[src/sfa_pkg.sv]
// ----------------------------------------------------------------------------
// sfa_pkg
// Shared widths, codes, tables and controller/datapath interface types for
// the SBC stream frame analyzer.
// ----------------------------------------------------------------------------
package sfa_pkg;

   localparam int TABLE_SLOTS_DEF        = 32;
   localparam int RATE_FRACTION_BITS_DEF = 10;

   localparam int BYTE_W  = 8;
   localparam int KIND_W  = 3;
   localparam int LEN_W   = 11;
   localparam int SB_W    = 4;
   localparam int BLK_W   = 5;
   localparam int SLOT_W  = 6;
   localparam int RATE_W  = 23;
   localparam int COUNT_W = 24;
   localparam int SUM_W   = 48;
   localparam int F10_W   = 9;
   localparam int DEN_W   = 11;
   localparam int PROD_W  = LEN_W + F10_W;

   localparam logic [BYTE_W-1:0]  SYNC_BYTE = 8'h9C;
   localparam logic [RATE_W-1:0]  RATE_MAX  = {RATE_W{1'b1}};
   localparam logic [COUNT_W-1:0] COUNT_MAX = {COUNT_W{1'b1}};
   localparam logic [SUM_W-1:0]   SUM_MAX   = {SUM_W{1'b1}};

   localparam logic [KIND_W-1:0] KIND_FRAME           = 3'd0;
   localparam logic [KIND_W-1:0] KIND_SUM_OK          = 3'd1;
   localparam logic [KIND_W-1:0] KIND_SUM_BAD_SYNC    = 3'd2;
   localparam logic [KIND_W-1:0] KIND_SUM_PART_HEADER = 3'd3;
   localparam logic [KIND_W-1:0] KIND_SUM_PART_BODY   = 3'd4;

   function automatic logic [F10_W-1:0] freq_tenths(input logic [1:0] code);
      case (code)
         2'd0:    freq_tenths = 9'd160;
         2'd1:    freq_tenths = 9'd320;
         2'd2:    freq_tenths = 9'd441;
         default: freq_tenths = 9'd480;
      endcase
   endfunction

   typedef struct packed {
      logic take_byte;
      logic len_calc;
      logic mul_calc;
      logic div_frame_start;
      logic div_sum_start;
      logic rate_store;
      logic scan_read;
      logic scan_cmp;
      logic frame_commit;
      logic sum_emit;
   } cmd_type;

   typedef struct packed {
      logic eos;
      logic header_last;
      logic div_busy;
      logic scan_end;
      logic out_free;
   } stat_type;

endpackage

[src/sfa_div.sv]
// ----------------------------------------------------------------------------
// sfa_div
// Restoring divider, one quotient bit per cycle.
// ----------------------------------------------------------------------------
module sfa_div #(
   parameter int DW = 49,
   parameter int VW = 24
) (
   input  logic          clock,
   input  logic          reset,
   input  logic          start,
   input  logic [DW-1:0] dividend,
   input  logic [VW-1:0] divisor,
   output logic          busy,
   output logic [DW-1:0] quotient
);
   localparam int CW = $clog2(DW + 1);

   logic [DW-1:0] quot_ff;
   logic [VW-1:0] rem_ff, rem_in, dsr_ff;
   logic [CW-1:0] cnt_ff;
   logic          busy_ff;
   logic [VW:0]   trial;
   logic          ge;

   always_comb begin
      trial  = {rem_ff, quot_ff[DW-1]};
      ge     = (trial >= {1'b0, dsr_ff});
      rem_in = ge ? VW'(trial - {1'b0, dsr_ff}) : trial[VW-1:0];
   end

   always_ff @(posedge clock) begin
      if (reset) begin
         busy_ff <= 1'b0;
         cnt_ff  <= '0;
      end else if (start) begin
         busy_ff <= 1'b1;
         cnt_ff  <= CW'(DW);
         quot_ff <= dividend;
         rem_ff  <= '0;
         dsr_ff  <= divisor;
      end else if (busy_ff) begin
         rem_ff  <= rem_in;
         quot_ff <= {quot_ff[DW-2:0], ge};
         cnt_ff  <= cnt_ff - CW'(1);
         if (cnt_ff == CW'(1)) begin
            busy_ff <= 1'b0;
         end
      end
   end

   assign busy     = busy_ff;
   assign quotient = quot_ff;
endmodule

[src/sfa_datapath.sv]
// ----------------------------------------------------------------------------
// sfa_datapath
// Parse state, frame length and rate arithmetic, value tables, counters and
// the result register.
// ----------------------------------------------------------------------------
module sfa_datapath #(
   parameter int TABLE_SLOTS        = 32,
   parameter int RATE_FRACTION_BITS = 10
) (
   input  logic                            clock,
   input  logic                            reset,
   input  sfa_pkg::cmd_type                cmd,
   output sfa_pkg::stat_type               stat,
   input  logic [sfa_pkg::BYTE_W-1:0]      req_stream_byte,
   input  logic                            req_end_of_stream,
   output logic                            rsp_valid,
   input  logic                            rsp_stall,
   output logic [sfa_pkg::KIND_W-1:0]      rsp_result_kind,
   output logic [sfa_pkg::BYTE_W-1:0]      rsp_bitpool_value,
   output logic [sfa_pkg::LEN_W-1:0]       rsp_frame_bytes,
   output logic [sfa_pkg::SB_W-1:0]        rsp_subband_count,
   output logic [sfa_pkg::BLK_W-1:0]       rsp_block_count,
   output logic [1:0]                      rsp_freq_code,
   output logic [1:0]                      rsp_audio_mode,
   output logic                            rsp_snr_allocation,
   output logic [sfa_pkg::SLOT_W-1:0]      rsp_bitpool_slot,
   output logic [sfa_pkg::SLOT_W-1:0]      rsp_length_slot,
   output logic [sfa_pkg::RATE_W-1:0]      rsp_rate_value,
   output logic [sfa_pkg::COUNT_W-1:0]     rsp_frame_total
);
   import sfa_pkg::*;

   localparam int AW    = (TABLE_SLOTS > 1) ? $clog2(TABLE_SLOTS) : 1;
   localparam int FW    = $clog2(TABLE_SLOTS + 1);
   localparam int SHIFT = 3 + RATE_FRACTION_BITS;
   localparam int NUM_W = PROD_W + SHIFT + 1;
   localparam int DIV_W = (NUM_W > SUM_W + 1) ? NUM_W : SUM_W + 1;

   typedef enum logic [1:0] {
      PH_HEADER,
      PH_PAYLOAD,
      PH_HALTED
   } phase_type;

   phase_type         phase_ff;
   logic [1:0]        hpos_ff;
   logic [BYTE_W-1:0] hb1_ff, hb2_ff;
   logic [LEN_W-1:0]  remain_ff, remain_dec;
   logic [FW-1:0]     fill_bp_ff, fill_len_ff, idx_ff;
   logic [COUNT_W-1:0] frames_ff, frames_in;
   logic [SUM_W-1:0]  sum_ff, sum_in;
   logic [SUM_W:0]    sum_wide;

   logic [LEN_W-1:0]  body_ff, fbytes_ff;
   logic [DEN_W-1:0]  den_ff;
   logic [PROD_W-1:0] prod_ff;
   logic [RATE_W-1:0] rate_ff, q_sat;

   logic [BYTE_W-1:0] bp_mem [TABLE_SLOTS];
   logic [LEN_W-1:0]  len_mem [TABLE_SLOTS];
   logic [BYTE_W-1:0] bp_rd_ff;
   logic [LEN_W-1:0]  len_rd_ff;
   logic              bp_found_ff, len_found_ff;
   logic [FW-1:0]     bp_hit_ff, len_hit_ff, bp_slot, len_slot;
   logic              bp_append, len_append;

   logic [SB_W-1:0]   sb;
   logic [BLK_W-1:0]  blk;
   logic [12:0]       tpart, tval;
   logic [LEN_W-1:0]  sbterm, body;
   logic [7:0]        sbblk;

   logic              div_start, div_busy;
   logic [DIV_W-1:0]  div_dividend, div_quot;
   logic [COUNT_W-1:0] div_divisor;

   logic              rsp_valid_ff;
   logic [KIND_W-1:0] sum_kind;

   // header decode
   always_comb begin
      sb     = hb1_ff[0] ? SB_W'(8) : SB_W'(4);
      blk    = {BLK_W'(hb1_ff[5:4]) + BLK_W'(1)} << 2;
      tpart  = 13'(blk) * 13'(hb2_ff);
      sbterm = LEN_W'(sb);
      case (hb1_ff[3:2])
         2'd0: begin
            sbterm = LEN_W'(sb >> 1);
            tval   = tpart;
         end
         2'd1:    tval = tpart << 1;
         2'd2:    tval = tpart;
         default: tval = tpart + 13'(sb);
      endcase
      body  = sbterm + LEN_W'((tval + 13'd7) >> 3);
      sbblk = 8'(sb) * 8'(blk);
   end

   always_comb begin
      remain_dec = (remain_ff != '0) ? remain_ff - LEN_W'(1) : remain_ff;
      div_start  = cmd.div_frame_start | cmd.div_sum_start;
      if (cmd.div_sum_start) begin
         div_dividend = DIV_W'(sum_ff) + DIV_W'(frames_ff >> 1);
         div_divisor  = frames_ff;
      end else begin
         div_dividend = (DIV_W'(prod_ff) << SHIFT) + DIV_W'(den_ff >> 1);
         div_divisor  = COUNT_W'(den_ff);
      end
      q_sat = (div_quot > DIV_W'(RATE_MAX)) ? RATE_MAX : div_quot[RATE_W-1:0];

      bp_append  = !bp_found_ff && (fill_bp_ff < FW'(TABLE_SLOTS));
      len_append = !len_found_ff && (fill_len_ff < FW'(TABLE_SLOTS));
      bp_slot    = bp_found_ff ? bp_hit_ff : (bp_append ? fill_bp_ff : FW'(TABLE_SLOTS));
      len_slot   = len_found_ff ? len_hit_ff : (len_append ? fill_len_ff : FW'(TABLE_SLOTS));

      if (frames_ff < COUNT_MAX) begin
         frames_in = frames_ff + COUNT_W'(1);
         sum_wide  = {1'b0, sum_ff} + (SUM_W + 1)'(rate_ff);
         sum_in    = sum_wide[SUM_W] ? SUM_MAX : sum_wide[SUM_W-1:0];
      end else begin
         frames_in = frames_ff;
         sum_wide  = {1'b0, sum_ff};
         sum_in    = sum_ff;
      end

      case (phase_ff)
         PH_HALTED:  sum_kind = KIND_SUM_BAD_SYNC;
         PH_PAYLOAD: sum_kind = KIND_SUM_PART_BODY;
         default:    sum_kind = (hpos_ff != 2'd0) ? KIND_SUM_PART_HEADER : KIND_SUM_OK;
      endcase
   end

   sfa_div #(.DW(DIV_W), .VW(COUNT_W)) u_div (
      .clock    (clock),
      .reset    (reset),
      .start    (div_start),
      .dividend (div_dividend),
      .divisor  (div_divisor),
      .busy     (div_busy),
      .quotient (div_quot)
   );

   // parse state and counters
   always_ff @(posedge clock) begin
      if (reset) begin
         phase_ff    <= PH_HEADER;
         hpos_ff     <= 2'd0;
         remain_ff   <= '0;
         fill_bp_ff  <= '0;
         fill_len_ff <= '0;
         frames_ff   <= '0;
         sum_ff      <= '0;
      end else if (cmd.take_byte) begin
         case (phase_ff)
            PH_PAYLOAD: begin
               remain_ff <= remain_dec;
               if (remain_dec == '0) begin
                  phase_ff <= PH_HEADER;
               end
            end
            PH_HEADER: begin
               case (hpos_ff)
                  2'd0: begin
                     if (req_stream_byte != SYNC_BYTE) begin
                        phase_ff <= PH_HALTED;
                     end else begin
                        hpos_ff <= 2'd1;
                     end
                  end
                  2'd1: begin
                     hb1_ff  <= req_stream_byte;
                     hpos_ff <= 2'd2;
                  end
                  default: begin
                     hb2_ff  <= req_stream_byte;
                     hpos_ff <= 2'd3;
                  end
               endcase
            end
            default: ;
         endcase
      end else if (cmd.frame_commit) begin
         hpos_ff   <= 2'd0;
         remain_ff <= body_ff;
         phase_ff  <= (body_ff != '0) ? PH_PAYLOAD : PH_HEADER;
         frames_ff <= frames_in;
         sum_ff    <= sum_in;
         if (bp_append) begin
            fill_bp_ff <= fill_bp_ff + FW'(1);
         end
         if (len_append) begin
            fill_len_ff <= fill_len_ff + FW'(1);
         end
      end
   end

   // frame arithmetic and table scan
   always_ff @(posedge clock) begin
      if (cmd.len_calc) begin
         body_ff   <= body;
         fbytes_ff <= body + LEN_W'(4);
         den_ff    <= DEN_W'(sbblk) * DEN_W'(10);
      end
      if (cmd.mul_calc) begin
         prod_ff <= PROD_W'(fbytes_ff) * PROD_W'(freq_tenths(hb1_ff[7:6]));
      end
      if (cmd.rate_store) begin
         rate_ff      <= q_sat;
         idx_ff       <= '0;
         bp_found_ff  <= 1'b0;
         len_found_ff <= 1'b0;
      end
      if (cmd.scan_read) begin
         bp_rd_ff  <= bp_mem[idx_ff[AW-1:0]];
         len_rd_ff <= len_mem[idx_ff[AW-1:0]];
      end
      if (cmd.scan_cmp) begin
         if (!bp_found_ff && idx_ff < fill_bp_ff && bp_rd_ff == hb2_ff) begin
            bp_found_ff <= 1'b1;
            bp_hit_ff   <= idx_ff;
         end
         if (!len_found_ff && idx_ff < fill_len_ff && len_rd_ff == fbytes_ff) begin
            len_found_ff <= 1'b1;
            len_hit_ff   <= idx_ff;
         end
         idx_ff <= idx_ff + FW'(1);
      end
      if (cmd.frame_commit && bp_append) begin
         bp_mem[fill_bp_ff[AW-1:0]] <= hb2_ff;
      end
      if (cmd.frame_commit && len_append) begin
         len_mem[fill_len_ff[AW-1:0]] <= fbytes_ff;
      end
   end

   // result register
   always_ff @(posedge clock) begin
      if (reset) begin
         rsp_valid_ff <= 1'b0;
      end else if (cmd.frame_commit || cmd.sum_emit) begin
         rsp_valid_ff <= 1'b1;
      end else if (!rsp_stall) begin
         rsp_valid_ff <= 1'b0;
      end
      if (cmd.frame_commit) begin
         rsp_result_kind    <= KIND_FRAME;
         rsp_bitpool_value  <= hb2_ff;
         rsp_frame_bytes    <= fbytes_ff;
         rsp_subband_count  <= sb;
         rsp_block_count    <= blk;
         rsp_freq_code      <= hb1_ff[7:6];
         rsp_audio_mode     <= hb1_ff[3:2];
         rsp_snr_allocation <= hb1_ff[1];
         rsp_bitpool_slot   <= SLOT_W'(bp_slot);
         rsp_length_slot    <= SLOT_W'(len_slot);
         rsp_rate_value     <= rate_ff;
         rsp_frame_total    <= frames_in;
      end else if (cmd.sum_emit) begin
         rsp_result_kind    <= sum_kind;
         rsp_bitpool_value  <= '0;
         rsp_frame_bytes    <= '0;
         rsp_subband_count  <= '0;
         rsp_block_count    <= '0;
         rsp_freq_code      <= '0;
         rsp_audio_mode     <= '0;
         rsp_snr_allocation <= 1'b0;
         rsp_bitpool_slot   <= '0;
         rsp_length_slot    <= '0;
         rsp_rate_value     <= (frames_ff == '0) ? '0 : q_sat;
         rsp_frame_total    <= frames_ff;
      end
   end

   assign rsp_valid        = rsp_valid_ff;
   assign stat.eos         = req_end_of_stream;
   assign stat.header_last = (phase_ff == PH_HEADER) && (hpos_ff == 2'd3);
   assign stat.div_busy    = div_busy;
   assign stat.scan_end    = (idx_ff >= fill_bp_ff) && (idx_ff >= fill_len_ff);
   assign stat.out_free    = !rsp_valid_ff || !rsp_stall;
endmodule

[src/sfa_ctrl.sv]
// ----------------------------------------------------------------------------
// sfa_ctrl
// Sequencer: accepts items, steps the datapath through frame and summary
// work.
// ----------------------------------------------------------------------------
module sfa_ctrl (
   input  logic               clock,
   input  logic               reset,
   input  logic               req_valid,
   output logic               req_stall,
   input  sfa_pkg::stat_type  stat,
   output sfa_pkg::cmd_type   cmd
);
   import sfa_pkg::*;

   typedef enum logic [3:0] {
      S_IDLE,
      S_LEN,
      S_MUL,
      S_DIV_START,
      S_DIV_WAIT,
      S_RATE,
      S_SCAN_RD,
      S_SCAN_CMP,
      S_FRAME_OUT,
      S_SUM_WAIT,
      S_SUM_OUT
   } state_type;

   state_type state_ff;

   always_comb begin
      cmd       = '0;
      req_stall = (state_ff != S_IDLE);
      case (state_ff)
         S_IDLE: begin
            if (req_valid) begin
               if (stat.eos) begin
                  cmd.div_sum_start = 1'b1;
               end else if (!stat.header_last) begin
                  cmd.take_byte = 1'b1;
               end
            end
         end
         S_LEN:       cmd.len_calc        = 1'b1;
         S_MUL:       cmd.mul_calc        = 1'b1;
         S_DIV_START: cmd.div_frame_start = 1'b1;
         S_RATE:      cmd.rate_store      = 1'b1;
         S_SCAN_RD:   cmd.scan_read       = !stat.scan_end;
         S_SCAN_CMP:  cmd.scan_cmp        = 1'b1;
         S_FRAME_OUT: cmd.frame_commit    = stat.out_free;
         S_SUM_OUT:   cmd.sum_emit        = stat.out_free;
         default: ;
      endcase
   end

   always_ff @(posedge clock) begin
      if (reset) begin
         state_ff <= S_IDLE;
      end else begin
         case (state_ff)
            S_IDLE: begin
               if (req_valid && stat.eos) begin
                  state_ff <= S_SUM_WAIT;
               end else if (req_valid && stat.header_last) begin
                  state_ff <= S_LEN;
               end
            end
            S_LEN:       state_ff <= S_MUL;
            S_MUL:       state_ff <= S_DIV_START;
            S_DIV_START: state_ff <= S_DIV_WAIT;
            S_DIV_WAIT: begin
               if (!stat.div_busy) begin
                  state_ff <= S_RATE;
               end
            end
            S_RATE:      state_ff <= S_SCAN_RD;
            S_SCAN_RD:   state_ff <= stat.scan_end ? S_FRAME_OUT : S_SCAN_CMP;
            S_SCAN_CMP:  state_ff <= S_SCAN_RD;
            S_FRAME_OUT: begin
               if (stat.out_free) begin
                  state_ff <= S_IDLE;
               end
            end
            S_SUM_WAIT: begin
               if (!stat.div_busy) begin
                  state_ff <= S_SUM_OUT;
               end
            end
            S_SUM_OUT: begin
               if (stat.out_free) begin
                  state_ff <= S_IDLE;
               end
            end
            default:     state_ff <= S_IDLE;
         endcase
      end
   end
endmodule

[src/sbc_stream_frame_analyzer.sv]
// ----------------------------------------------------------------------------
// sbc_stream_frame_analyzer
// Payload and header bytes are accepted one per cycle while the sequencer is
// idle. Last header byte: frame length, then rate through the 49-step shared
// divider, then a scan that reads and compares each table entry in turn.
// End marker: mean rate through the same divider.
// Reset: synchronous; clears parse state, fill counts and counters; no
// clearing pass is needed since fill counts mark valid table entries.
// ----------------------------------------------------------------------------
module sbc_stream_frame_analyzer #(
   parameter int TABLE_SLOTS        = sfa_pkg::TABLE_SLOTS_DEF,
   parameter int RATE_FRACTION_BITS = sfa_pkg::RATE_FRACTION_BITS_DEF
) (
   input  logic                            clock,
   input  logic                            reset,
   input  logic                            req_valid,
   output logic                            req_stall,
   input  logic [sfa_pkg::BYTE_W-1:0]      req_stream_byte,
   input  logic                            req_end_of_stream,
   output logic                            rsp_valid,
   input  logic                            rsp_stall,
   output logic [sfa_pkg::KIND_W-1:0]      rsp_result_kind,
   output logic [sfa_pkg::BYTE_W-1:0]      rsp_bitpool_value,
   output logic [sfa_pkg::LEN_W-1:0]       rsp_frame_bytes,
   output logic [sfa_pkg::SB_W-1:0]        rsp_subband_count,
   output logic [sfa_pkg::BLK_W-1:0]       rsp_block_count,
   output logic [1:0]                      rsp_freq_code,
   output logic [1:0]                      rsp_audio_mode,
   output logic                            rsp_snr_allocation,
   output logic [sfa_pkg::SLOT_W-1:0]      rsp_bitpool_slot,
   output logic [sfa_pkg::SLOT_W-1:0]      rsp_length_slot,
   output logic [sfa_pkg::RATE_W-1:0]      rsp_rate_value,
   output logic [sfa_pkg::COUNT_W-1:0]     rsp_frame_total
);
   import sfa_pkg::*;

   cmd_type  cmd;
   stat_type stat;

   sfa_ctrl u_ctrl (
      .clock     (clock),
      .reset     (reset),
      .req_valid (req_valid),
      .req_stall (req_stall),
      .stat      (stat),
      .cmd       (cmd)
   );

   sfa_datapath #(
      .TABLE_SLOTS        (TABLE_SLOTS),
      .RATE_FRACTION_BITS (RATE_FRACTION_BITS)
   ) u_dp (
      .clock              (clock),
      .reset              (reset),
      .cmd                (cmd),
      .stat               (stat),
      .req_stream_byte    (req_stream_byte),
      .req_end_of_stream  (req_end_of_stream),
      .rsp_valid          (rsp_valid),
      .rsp_stall          (rsp_stall),
      .rsp_result_kind    (rsp_result_kind),
      .rsp_bitpool_value  (rsp_bitpool_value),
      .rsp_frame_bytes    (rsp_frame_bytes),
      .rsp_subband_count  (rsp_subband_count),
      .rsp_block_count    (rsp_block_count),
      .rsp_freq_code      (rsp_freq_code),
      .rsp_audio_mode     (rsp_audio_mode),
      .rsp_snr_allocation (rsp_snr_allocation),
      .rsp_bitpool_slot   (rsp_bitpool_slot),
      .rsp_length_slot    (rsp_length_slot),
      .rsp_rate_value     (rsp_rate_value),
      .rsp_frame_total    (rsp_frame_total)
   );

   a_rsp_hold: assert property (@(posedge clock) disable iff (reset)
      rsp_valid && rsp_stall |=> rsp_valid && $stable(rsp_rate_value))
      else $error("result changed while stalled");

   a_summary_zero: assert property (@(posedge clock) disable iff (reset)
      rsp_valid && rsp_result_kind != KIND_FRAME |->
         rsp_frame_bytes == '0 && rsp_bitpool_slot == '0 && rsp_length_slot == '0)
      else $error("summary item carries frame fields");

   a_frame_sb: assert property (@(posedge clock) disable iff (reset)
      rsp_valid && rsp_result_kind == KIND_FRAME |->
         (rsp_subband_count == 4'd4 || rsp_subband_count == 4'd8) &&
         rsp_frame_total != '0)
      else $error("bad frame item");

   a_busy_stall: assert property (@(posedge clock) disable iff (reset)
      rsp_valid && !rsp_stall && !req_stall |=> !rsp_valid || req_stall ||
         $past(req_valid))
      else $error("result appeared without work");
endmodule

[config.mk]
export PLATFORM = sky130hd
export DESIGN_NAME = sbc_stream_frame_analyzer
export DESIGN_NICKNAME = d
export VERILOG_FILES = /design/src/sfa_pkg.sv /design/src/sfa_div.sv /design/src/sfa_datapath.sv /design/src/sfa_ctrl.sv /design/src/sbc_stream_frame_analyzer.sv
export SDC_FILE = /design/constraint.sdc
export NUM_CORES = 2
export LEC_CHECK = 0
export ABC_CLOCK_PERIOD_IN_PS = 4850
export BUFFER_PORTS_ARGS = -buffer_cell sky130_fd_sc_hd__buf_4
export CORE_ASPECT_RATIO = 1.1
export CORE_MARGIN = 2
export CORE_UTILIZATION = 50
export CTS_CLUSTER_DIAMETER = 120
export DETAILED_ROUTE_END_ITERATION = 12
export GPL_TIMING_DRIVEN = 0
export PLACE_DENSITY = 0.69
export SETUP_SLACK_MARGIN = 0.15
export SYNTH_ARGS = -nofsm -noshare
export SYNTH_HDL_FRONTEND = slang
export SYNTH_SLANG_ARGS = --single-unit
[constraint.sdc]
create_clock -name clock -period 4.85 [get_ports clock]
set_input_delay 0 -clock clock [delete_from_list [all_inputs] [get_ports clock]]
set_output_delay 0 -clock clock [all_outputs]
set_load 0.01 [all_outputs]
==> flow_summary.yaml <==
global_routing:
  grt_overflow: 0
  grt_usage: 0.254
  grt_pass1_wl_mm: 188
  grt_start_max_net_pins: 62
  grt_pass1_vias: 30200
  antenna_found_initial: 6
hold_path:
  hp-class: "input port to flip-flop"
pwr:
  power_mw: 20.6
  leakage_nw: 20.3
  worst_ir_drop_vdd_mv: 0.339
  switching_share: 0.242
  p_int_mw: 15.6
  seq_power_share: 0.492
  cellPowerDensity_nw_per_um2: 360
  p_clk_frac: 0.398
  p_switching_mw: 4.98
  p_comb_frac: 0.111
job:
  max_cap_viol_count: 0
sta:
  hold_viol: 0
  post-route-period-util: 1.01
  clock_skew_ns: 0.0555
  setup_viol_count_final: 2
  fmax_mhz: 204
  worst_pin_slew_ns: 1.30
  slew-limit-headroom: 0.130
  setup_slack_ns: -0.0505
  finalCriticalPeriod_ns: 4.90
  drv_slew: 0
  rsz0062_at_grt: "yes"
  tns_ns: -0.0528
detailed_routing:
  antenna_left: 0
  wire_per_inst_um: 24.6
  dr.first_iter.drc_count: 2768
  drc: 0
  drt_wl_total_mm: 127
  firstDrtPassIters: 6
  vias: 30800
  avgViaCountPerCell: 5.96
finish:
  drive_above_1_share: 0.200
  nets: 4045
  area_growth_pct: 17.4
  stdcell_count: 5170
  nFillCells: 7226
  final_area_um2: 57000
  layout_common_cells: "edfxtp_1, nand2_1, nor2_1"
  final_common_cell: "edfxtp_1"
yosys:
  synth_top_area_share: 0.565
  ys_types: 96
  synth_edf_count: 915
  synthCells: 3472
  synthXorXnorAreaFrac: 0.0359
  synth_fa_ha_area_frac: 0.0658
  synth_compound_area_frac: 0.0632
  synth.area.top_cells: "edfxtp_1, mux4_2, dfxtp_1"
  synthArstFlopShare: 0
  synth_area_leader_cell: "edfxtp_1"
  synth_top_family_by_area: "multiplexers"
  synth-simple-area-share: 0.0978
  muxShareOfSynthArea: 0.0979
  ys_ff_latch: 1031
  synth_warnings: 0
  avgSynthCellArea_um2: 14.0
  syn-cell-area_um2: 48600
  synth-seq-area-share: 0.613
  yosys_most_used_dff: "edfxtp_1"
cts:
  cts_sinks: 1031
  ctsHtreeMaxLevel: 3
  cts_made_buffers: 104
  root_buffer: "clkbuf_16"
  insertion_delay_ns: 0.73
  cts_buffer_depth: 3
  clk_pin_slew_ns: 0.07
  cts_tree: "yes"
critical_path:
  crit_arrival_ns: 5.37
  critical_path_class: "flip-flop to flip-flop"
  endpoint_kind: "flip-flop"
  r2r_slack_ns: -0.05
  start_kind: "flip-flop"
  crit_required_ns: 5.32
  crit_fanout: 5
floorplanning:
  die-area_um2: 99700
  die_w_um: 301
  boundaryPins: 110
  initial_core_util: 0.506
  num_rows: 119
  die_h_um: 331
  core_area_um2: 96000
placed_design:
  placed_area_um2: 51700
  port_buffers: 104
  placed_cells: 4876
  gp_congestion: 0.929
  dp_hpwl_mm: 87.6
status:
  status: "finished, violations left"
  violations: "setup timing"
-- cell type report --
type	count	area, µm²	share of cell area
tap	1270	1590	0.0279
antenna	1	2.50	0.0000439
sequential	1031	29800	0.522
clock buffer	131	2770	0.0485
clock inverter	64	717	0.0126
inverter	175	659	0.0116
timing repair buffer	230	2350	0.0413
multi-input combinational	2118	18500	0.324
buffer	150	692	0.0121
-- final timing paths --
check,start,endpoint,depth (start not counted)
hold reg to reg,u_dp.rsp_result_kind[2],u_dp.rsp_result_kind[2],2
setup reg to reg,u_dp.hb1_ff[4],u_dp.fbytes_ff[9],20
hold / removal,req_stream_byte[4],u_dp.hb2_ff[4],2
setup / recovery,u_dp.hb1_ff[4],u_dp.fbytes_ff[9],20
-- critical path, cell delays in order (launching register included) --
cell,delay (ns)
edfxtp_1,0.45
ha_4,0.30
buf_8,0.11
buf_12,0.10
nand2_4,0.04
fa_1,0.54
fa_2,0.64
buf_8,0.13
nand4_1,0.17
o311a_1,0.20
buf_4,0.16
nor4_4,0.32
buf_4,0.21
xnor2_4,0.10
nor2_4,0.21
nand3_4,0.15
xnor2_4,0.17
buf_6,0.14
inv_2,0.06
nand4_1,0.19
xnor2_2,0.22
-- state kept, by name, summed over array words and instances (netlist names), 8 cells and up --
signal and count:
u_dp.u_div.dsr_ff 24, u_dp.u_div.rem_ff 24, u_dp.bp_rd_ff 8, u_dp.body_ff 9, u_dp.remain_ff 11, u_dp.rsp_bitpool_value 8
u_dp.rsp_frame_bytes 11, u_dp.rsp_frame_total 24, u_dp.frames_ff 24, u_dp.len_mem 352, u_dp.rsp_rate_value 23, u_dp.rate_ff 23
u_dp.bp_mem 256, u_dp.prod_ff 20, u_dp.hb2_ff 8, u_dp.fbytes_ff 11, u_dp.sum_ff 48, u_dp.u_div.quotient 49
u_dp.len_rd_ff 11, u_dp.hb1_ff 8
-- synthesized netlist by cell type, types with 17 or more instances --
library cell / count
a211oi_1: 37
a21o_1: 45
a21oi_1: 125
a31oi_1: 29
and2_1: 68
and3_1: 35
buf_1: 19
clkbuf_1: 122
dfxtp_1: 116
edfxtp_1: 915
fa_1: 56
ha_1: 166
inv_1: 173
mux2_2: 21
mux2i_1: 24
mux4_2: 190
nand2_1: 267
nand2b_1: 30
nand3_1: 78
nand4_1: 30
nor2_1: 279
nor2b_1: 43
nor3_1: 63
nor4_1: 33
o21a_1: 17
o21ai_0: 105
o21bai_1: 17
xnor2_1: 98
xor2_1: 88
-- timing repair --
action                     in CTS  in global routing
setup buffers                  60                 22
gates resized for setup        88                112
pin swaps                      58                 71
setup endpoints to repair      25                370
hold endpoints to repair       26                  0
gates cloned                    2                  0
hold buffers                   15                  0
-- metrics by stage --
step | util | hold slack, ns | setup WS (ns)
CTS | 0.587 | 0.00402 | 0.0782
global route | 0.594 | 0.0155 | -0.188
global placement | 0.532 | 0.199 | -1.44
detailed placement | 0.538 | 0.201 | -1.06
floorplan | - | 0.0989 | -0.0270
finish | 0.594 | 0.0258 | -0.0505
-- kinds of logic (layout without fill, tap and decap cells) --
family / Yosys count / count (layout)
AO/OA/AOI/OAI: 474 / 474
flip-flops: 1031 / 1031
AND/OR/NAND/NOR: 989 / 989
XOR/XNOR: 193 / 193
adder cells (fa/ha/maj): 222 / 222
other: 1 / 6
buffers and inverters: 327 / 750
multiplexers: 235 / 235
-- routing by layer --
metal	share of wire	up-vias	GRT usage	wire length, µm
li1	-	13700	-	-
met1	0.40	15500	0.338	50400
met2	0.49	1313	0.429	62700
met3	0.078	227	0.0375	9890
met4	0.033	4	0.0877	4230
met5	0.00018	-	0	23
-- power by group through the flow --
| stage | clock, mW | sequential [mW] | combinational (mW) |
|---|---|---|---|
| 4_1_cts | 8.26 | 10.1 | 2.22 |
| 3_5_place_dp | 0 | 10.3 | 2.06 |
| 2_1_floorplan | 0 | 10.3 | 1.39 |
| 3_3_place_gp | 0 | 10.4 | 1.85 |
| 6_report | 8.17 | 10.1 | 2.28 |
| 5_1_grt | 8.60 | 10.1 | 2.52 |
(Power assumes the default switching activity.)
